File: src/rtl/lbc_pkg.sv
`default_nettype none
package lbc_pkg;

  localparam int MAX_ENTRIES     = 256;
  localparam int WORDS_PER_BLOCK = 32;
  localparam int SLOT_W          = $clog2(MAX_ENTRIES);
  localparam int WORD_W          = $clog2(WORDS_PER_BLOCK);
  localparam int BLK_DEPTH       = MAX_ENTRIES * WORDS_PER_BLOCK;
  localparam int STAMP_W         = 32;
  localparam int CFG_W           = 9;

  // command codes
  localparam logic [1:0] CMD_LOOKUP = 2'd0;
  localparam logic [1:0] CMD_UPDATE = 2'd1;
  localparam logic [1:0] CMD_INSERT = 2'd2;

  // result status codes
  localparam logic [1:0] STAT_OK      = 2'd0;
  localparam logic [1:0] STAT_MISS    = 2'd1;
  localparam logic [1:0] STAT_PRESENT = 2'd2;
  localparam logic [1:0] STAT_OFF     = 2'd3;

  // configuration register indexes
  localparam logic CFG_CACHE_ON = 1'b0;
  localparam logic CFG_ENTRIES  = 1'b1;

  typedef struct packed {
    logic [1:0]  command;
    logic [3:0]  disk_id;
    logic [7:0]  block_id;
    logic [4:0]  word_index;
    logic [63:0] data_word;
  } in_beat_t;

  typedef struct packed {
    logic [1:0]  status;
    logic [63:0] read_word;
    logic [4:0]  read_index;
    logic        last;
  } out_beat_t;

  // classified operation handed from front to back
  typedef enum logic [2:0] {
    OP_OFF,
    OP_BAD,
    OP_LOOKUP,
    OP_UPD0,
    OP_INS0,
    OP_WORD
  } op_t;

  typedef struct packed {
    op_t         op;
    logic [3:0]  disk;
    logic [7:0]  block;
    logic [4:0]  widx;
    logic [63:0] data;
  } cmd_t;

  typedef struct packed {
    logic [3:0]         disk;
    logic [7:0]         block;
    logic [STAMP_W-1:0] stamp;
  } tag_entry_t;

  typedef enum logic [2:0] {
    S_IDLE,
    S_SCAN,
    S_DECIDE,
    S_RD_ISSUE,
    S_RD_WAIT
  } fsm_t;

endpackage
`default_nettype wire

File: src/rtl/lbc_front.sv
`default_nettype none
module lbc_front import lbc_pkg::*; (
  input  wire logic     clk,
  input  wire logic     rst_n,
  input  wire logic     cache_on,
  input  wire logic     in_valid,
  output logic          in_ready,
  input  wire in_beat_t in_data,
  output logic          q_valid,
  output cmd_t          q_cmd,
  input  wire logic     q_pop
);

  cmd_t       fifo_r [2];
  logic       wr_ptr_r, wr_ptr_nxt;
  logic       rd_ptr_r, rd_ptr_nxt;
  logic [1:0] cnt_r, cnt_nxt;
  cmd_t       cls;
  logic       push;

  // classify the incoming beat
  always_comb begin
    cls.disk  = in_data.disk_id;
    cls.block = in_data.block_id;
    cls.widx  = in_data.word_index;
    cls.data  = in_data.data_word;
    if (!cache_on) begin
      cls.op = OP_OFF;
    end else begin
      unique case (in_data.command)
        CMD_LOOKUP: cls.op = OP_LOOKUP;
        CMD_UPDATE: cls.op = (in_data.word_index == '0) ? OP_UPD0 : OP_WORD;
        CMD_INSERT: cls.op = (in_data.word_index == '0) ? OP_INS0 : OP_WORD;
        default:    cls.op = OP_BAD;
      endcase
    end
  end

  assign in_ready = (cnt_r != 2'd2);
  assign push     = in_valid && in_ready;
  assign q_valid  = (cnt_r != 2'd0);
  assign q_cmd    = fifo_r[rd_ptr_r];

  // two entry queue pointers
  always_comb begin
    wr_ptr_nxt = push ? ~wr_ptr_r : wr_ptr_r;
    rd_ptr_nxt = q_pop ? ~rd_ptr_r : rd_ptr_r;
    cnt_nxt    = cnt_r + {1'b0, push} - {1'b0, q_pop};
  end

  always_ff @(posedge clk) begin
    if (!rst_n) begin
      wr_ptr_r <= 1'b0;
      rd_ptr_r <= 1'b0;
      cnt_r    <= 2'd0;
    end else begin
      wr_ptr_r <= wr_ptr_nxt;
      rd_ptr_r <= rd_ptr_nxt;
      cnt_r    <= cnt_nxt;
    end
  end

  always_ff @(posedge clk) begin
    if (push) begin
      fifo_r[wr_ptr_r] <= cls;
    end
  end

endmodule
`default_nettype wire

File: config.mk
export PLATFORM = sky130hd
export DESIGN_NAME = lbc_front
export DESIGN_NICKNAME = d
export VERILOG_FILES = /design/src/rtl/lbc_pkg.sv /design/src/rtl/lbc_front.sv
export SDC_FILE = /design/constraint.sdc
export NUM_CORES = 1
export LEC_CHECK = 0
export BUFFER_PORTS_ARGS = -buffer_cell sky130_fd_sc_hd__buf_2
export CORE_MARGIN = 3
export CORE_UTILIZATION = 25
export DETAILED_ROUTE_END_ITERATION = 16
export GPL_TIMING_DRIVEN = 0
export PLACE_DENSITY = 0.47
export SLEW_MARGIN = 10
export SYNTH_ARGS = -nofsm -noshare
export SYNTH_HDL_FRONTEND = slang
export SYNTH_SLANG_ARGS = --single-unit
File: constraint.sdc
create_clock -name clk -period 14.2 [get_ports clk]
set_input_delay 0.71 -clock clk [delete_from_list [all_inputs] [get_ports clk]]
set_output_delay 0.71 -clock clk [all_outputs]
set_load 0.01 [all_outputs]
==> results.yml, run 1 <==
placement:
  placed_area_sq_mm: 0.007971
  portBuffers: 173
  post-dp-hpwl_um: 9255
  place_congestion: 0.7037
detailed_routing:
  routedWlPerCell_um: 15.94
  vias_per_cell: 3.998
  route.met3.wl_um: 754
  num_vias: 3338
  top_layer: "met4"
  first_pass_iters: 4
  ant_nets: 0
  drt_iter0_markers: 128
  drt_wl_total_um: 13310
  wl_met2_um: 6795
  wirelength_met1_um: 5627
  drc_errors: 0
worst_hold_path:
  min_path_type: "in2reg"
timing:
  slew_violations: 0
  fin_setup_tns_ns: 0
  final-hold-violation-count: 0
  setup_viol: 0
  clock.fmax_ghz: 0.4184
  rsz0062_at_grt: "false"
  clock-skew-final_ns: 0.01719
  fin_crit_sh: 0.1683
  worst-slew-pin-transition_ns: 0.6247
  period_minus_slack_ns: 2.390
  slew-limit-headroom: 0.5835
finish:
  final_layout_size_suffix_gt1_frac: 0.6020
  num-fill-cells: 2505
  final_area_sq_mm: 0.008548
  layout.nets: 582
  areaGrowthSynthToFinish_pct: 29.66
  antennaDiodeCount: 0
die:
  die-area_sq_mm: 0.02836
  die_w_um: 168.4
  ios: 174
  die_y_um: 168.4
  row_count: 58
  core-area_sq_mm: 0.02554
  initial_core_util: 0.2581
power_and_ir_drop:
  switching_share: 0.2595
  power_leakage_uw: 0.003288
  ir_worst_vdd_v: 0.00008037
  p_seq_frac: 0.483
  clkPwrFrac: 0.333
  power.internal_uw: 1018
  combinationalPowerShare: 0.183
  power.density_mw_per_mm2: 160.7
  power.net_switching_uw: 356.5
clocking:
  clockRootBuffer: "clkbuf_16"
  numClockSinks: 173
  clockBufferDepth: 2
  path_clk_slew_ns: 0.07
  cts_hold_buffers: 0
  h-tree-depth: 4
  clock_latency_ns: 0.42
  cts_resized: 0
  cts_setup_buffers: 0
  cts_buffers: 17
  tritoncts: "done"
setup_path:
  cp-start-kind: "register"
  crit_required_ns: 13.49
  crit_arrival_ns: 1.68
  end_kind: "primary output"
  path_max_fanout: 10
  path_class: "reg2out"
synth:
  ys_warn_count: 0
  yosys-top-cells-area: "edfxtp_1, mux2_4, mux2_2, dfxtp_1, buf_6"
  ys_types: 20
  synth_edf_count: 168
  syn_inst: 296
  synthesis.nets: 386
  synth_common_cells: "edfxtp_1, mux2_4, mux2_2, buf_6, dfxtp_1"
  synth_top_area_cell: "edfxtp_1"
  synth_area_sq_mm: 0.006593
  ys_seq_area_frac: 0.7804
  async_reset_ff_frac: 0
  netlist.area_leader.share: 0.7652
  syn-mean-instance-area_sq_um: 22.27
  synth_seq_cells: 173
  ys.flop_type: "edfxtp_1"
  yosysMostFrequentCell: "edfxtp_1"
global_routing:
  grt_pass1_vias: 3640
  gr-usage-all-layers: 0.09416
  overflow: 0
  grt_pass1_wl_um: 20410
  antenna_found_initial: 0
  grt_start_max_net_pins: 48
run_status:
  outcome: "finished clean"
run:
  cap_violations: 0
## critical path, stage by stage (launching register included)
cell and delay (ns):
dfxtp_1 0.37, buf_6 0.20, buf_6 0.22, mux2_4 0.32, buf_2 0.15
## power by group through the flow
stage	Clock (uW)	Combinational (uW)	Sequential (uW)
4_1_cts	478	262	665
3_5_place_dp	0	261	676
3_3_place_gp	0	242	689
2_1_floorplan	0	149	679
6_report	458	252	664
5_1_grt	502	274	670
## final timing paths
check / cells past startpoint / end / slack, ns / from
worst min register to register: 2 / wr_ptr_r$_SDFFE_PN0P_ / 0.54 / wr_ptr_r$_SDFFE_PN0P_
worst max-delay path: 4 / q_cmd[76] / 11.81 / register
worst min-delay path: 1 / fifo_r[0][8]$_DFFE_PP_ / 0.47 / in_data[8]
worst max register to register: 5 / fifo_r[0][62]$_DFFE_PP_ / 12.29 / cnt_r[0]$_SDFF_PN0_
## cell families after synthesis
logic type                 after synthesis  share of synthesized area
adders and majority gates                2                   0.003795
buffers and inverters                   10                    0.01404
muxes                                   85                     0.1792
xor gates and xnor gates                 4                   0.005315
AOI/OAI and AO/OA                        4                   0.003035
and+or+nand+nor                         18                    0.01423
DFF                                    173                     0.7804
## metrics by stage
stage	util	instances	power [uW]	hold slack, ns	setup WS [ns]
after floorplan	-	296	828.6	0.4549	9.365
after global placement	0.3081	799	930.7	0.4685	6.971
after detailed placement	0.3121	803	937.1	0.5256	11.97
after CTS	0.3346	835	1405	0.4460	11.71
after global routing	0.3346	835	1446	0.4432	11.69
final	0.3346	835	1374	0.4689	11.81
## layout make-up
class,instances,area (sq um),share of cell area
Timing Repair Buffer,177,953.4,0.1115
Sequential cell,173,5145,0.6019
Clock buffer,18,429.2,0.05020
Tap cell,330,412.9,0.04830
Clock inverter,14,147.6,0.01727
Buffer,9,88.84,0.01039
Multi-Input combinational cell,113,1368,0.1600
Inverter,1,3.754,0.0004391
## cell usage in the layout (no fill, tap or decap), types with 3 or more instances in the layout
cell / count
nor3_1: 3
and2_1: 4
nand2_1: 4
clkbuf_16: 17
inv_6: 4
edfxtp_1: 168
inv_8: 4
mux2_2: 24
buf_2: 175
dfxtp_1: 5
buf_6: 7
mux2_4: 60
a21oi_1: 3
nand2b_1: 3
buf_12: 3
## sequential cells by signal, indices dropped and copies added (netlist names), named ones only
| register | flops |
|---|---|
| fifo_r | 168 |
| cnt_r | 2 |
| rd_ptr_r | 1 |
| wr_ptr_r | 1 |
## routing by layer
metal	global-route usage	vias up
li1	-	1558
met1	0.1135	1670
met2	0.1589	104
met3	0.03029	6
met4	0.03308	0
met5	0	-
No activity file was read; power rests on OpenSTA's default activity.
==> run 2, diff against run 1 <==
==> constraint.sdc (replaced) <==
create_clock -name clk -period 2.2 [get_ports clk]
set_input_delay 0.11 -clock clk [delete_from_list [all_inputs] [get_ports clk]]
set_output_delay 0.11 -clock clk [all_outputs]
set_load 0.01 [all_outputs]
==> results.yml, run 2 (same netlist as run 1, synthesis figures left out) <==
setup_path:
  crit_family: "simple AND/OR/NAND/NOR gates"
  cp-start-kind: "register"
  cp.depth: 6
  r2r_start: "cnt_r[0]$_SDFF_PN0_"
  cp_slowest_cell: "nor2_4"
  path_cells: "nand2b_4 > nand2_4 > nor2_4 > buf_16 > buf_16 > buf_16"
  crit_arrival_ns: 1.95
  r2r_slack_ns: 0.37
  r2r_cells: 6
  reg2reg_to: "fifo_r[0][48]$_DFFE_PP_"
  end_kind: "register"
  path_class: "reg2reg"
  crit_required_ns: 2.33
  max_stage_delay_ns: 0.39
  cp_common_cell: "buf_16"
  path_max_fanout: 18
  crit_buf_inv: 3
detailed_routing:
  drc_errors: 0
  routedWlPerCell_um: 15.26
  first_pass_iters: 4
  vias_per_cell: 3.969
  ant_nets: 0
  drt_wl_total_um: 14010
  num_vias: 3644
  drt_iter0_markers: 149
finish:
  reg_top3: "fifo_r: 168 flops, cnt_r: 2 flops"
  antennaDiodeCount: 0
  final_cell_mix: "buf_2, edfxtp_1, dlygate4sd3_1"
  areaGrowthSynthToFinish_pct: 44.35
  final_layout_size_suffix_gt1_frac: 0.5238
  layout.nets: 666
  largest_register_ffs: 168
  regMostFlops: "fifo_r"
  final_common_cell: "buf_2"
clocking:
  clock_latency_ns: 0.42
  numClockSinks: 173
  clockBufferDepth: 2
  tritoncts: "done"
  h-tree-depth: 4
  clockRootBuffer: "clkbuf_16"
  cts_buffers: 17
  cts_resized: 0
  path_clk_slew_ns: 0.07
timing:
  slew-limit-headroom: 0.5938
  final-hold-violation-count: 0
  clock-skew-final_ns: 0.007887
  finalWorstSetupSlack_ns: 0.3745
  hold_ws_ns: 0.05046
  rsz0062_at_grt: "false"
  period_minus_slack_ns: 1.826
  clock.fmax_ghz: 0.5478
  fin_crit_sh: 0.8298
  worst-slew-pin-transition_ns: 0.6092
  slew_violations: 0
  setup_viol: 0
global_routing:
  grt_start_max_net_pins: 48
  grt_pass1_wl_um: 21600
  overflow: 0
  gr-usage-all-layers: 0.09889
  antenna_found_initial: 0
  grt_pass1_vias: 3950
placement:
  post-dp-hpwl_um: 9391
  dpl_worst_slack_ns: 0.3465
  portBuffers: 173
  place_congestion: 0.7500
worst_hold_path:
  min_path_type: "in2reg"
  hold_depth: 2
  holdPathEnd: "fifo_r[1][82]$_DFFE_PP_"
  min-delay-start: "in_data[81]"
die:
  ios: 174
  row_count: 58
  die_w_um: 168.4
  core-area_sq_mm: 0.02554
  die-area_sq_mm: 0.02836
  initial_core_util: 0.2581
  die_y_um: 168.4
power_and_ir_drop:
  ir_worst_vdd_v: 0.0004044
  switching_share: 0.2449
  power_leakage_uw: 0.003701
  clkPwrFrac: 0.355
  power.internal_uw: 7154
  combinationalPowerShare: 0.192
  power.density_mw_per_mm2: 995.5
  p_seq_frac: 0.453
  power.net_switching_uw: 2320
run_status:
  outcome: "finished clean"
run:
  cap_violations: 0
[run 2: changes by cell type in the layout (fill, tap and decap cells not counted), sizes merged]
cell and change:
dlygate4sd3 +83, buf +1, clkinvlp -2, bufinv +4, inv -2, clkbuf -1
[run 2: worst max path at each step]
stage	slack [ns]	to	start
detailed placement	0.35	fifo_r[0][35]$_DFFE_PP_	cnt_r[0]$_SDFF_PN0_
global placement	-0.87	fifo_r[0][35]$_DFFE_PP_	cnt_r[0]$_SDFF_PN0_
floorplan	0.0009	fifo_r[0][0]$_DFFE_PP_	cnt_r[0]$_SDFF_PN0_
CTS	0.30	q_cmd[76]	register
finish	0.37	fifo_r[0][48]$_DFFE_PP_	cnt_r[0]$_SDFF_PN0_
global route	0.26	q_cmd[76]	register
[run 2: final cells by class]
type                       count  area, sq um
buffer                         9        88.84
clock buffer                  17        425.4
clock inverter                14        230.2
fill                        2413        16030
inverter                       1        3.754
multi-input combinational    113         1383
sequential                   173         5146
tap                          330        412.9
timing repair buffer         261         1827
[run 2: repair_timing]
item | CTS | global route
endpoints found under the hold margin | 167 | 0
setup buffers | 0 | 0
endpoints found under the setup margin | 0 | 0
hold buffers | 83 | 0
[run 2: metrics by stage]
stage	setup TNS (ns)	total power [uW]	area [sq um]	std cells	utilization
2_1_floorplan	0	5334	6618	296	-
3_3_place_gp	-113.35	5978	7896	799	0.3091
3_5_place_dp	0	6120	8030	804	0.3144
4_1_cts	0	9656	9517	918	0.3726
5_1_grt	0	9922	9517	918	0.3726
6_report	0	9474	9517	918	0.3726
[run 2: power by group through the flow]
stage / Sequential, uW / Clock, uW / Combinational [uW]
final: 4290 / 3370 / 1820
after global routing: 4330 / 3620 / 1970
after CTS: 4290 / 3480 / 1880
after detailed placement: 4370 / 0 / 1750
after global placement: 4380 / 0 / 1590
after floorplan: 4350 / 0 / 984
[run 2: layer usage]
layer | vias up | part of all wire | global-route usage
met1 | 1803 | 0.42 | 0.1172
li1 | 1722 | - | -
met2 | 109 | 0.51 | 0.1707
met3 | 10 | 0.059 | 0.03311
met5 | - | 0 | 0
met4 | 0 | 0.0090 | 0.02988
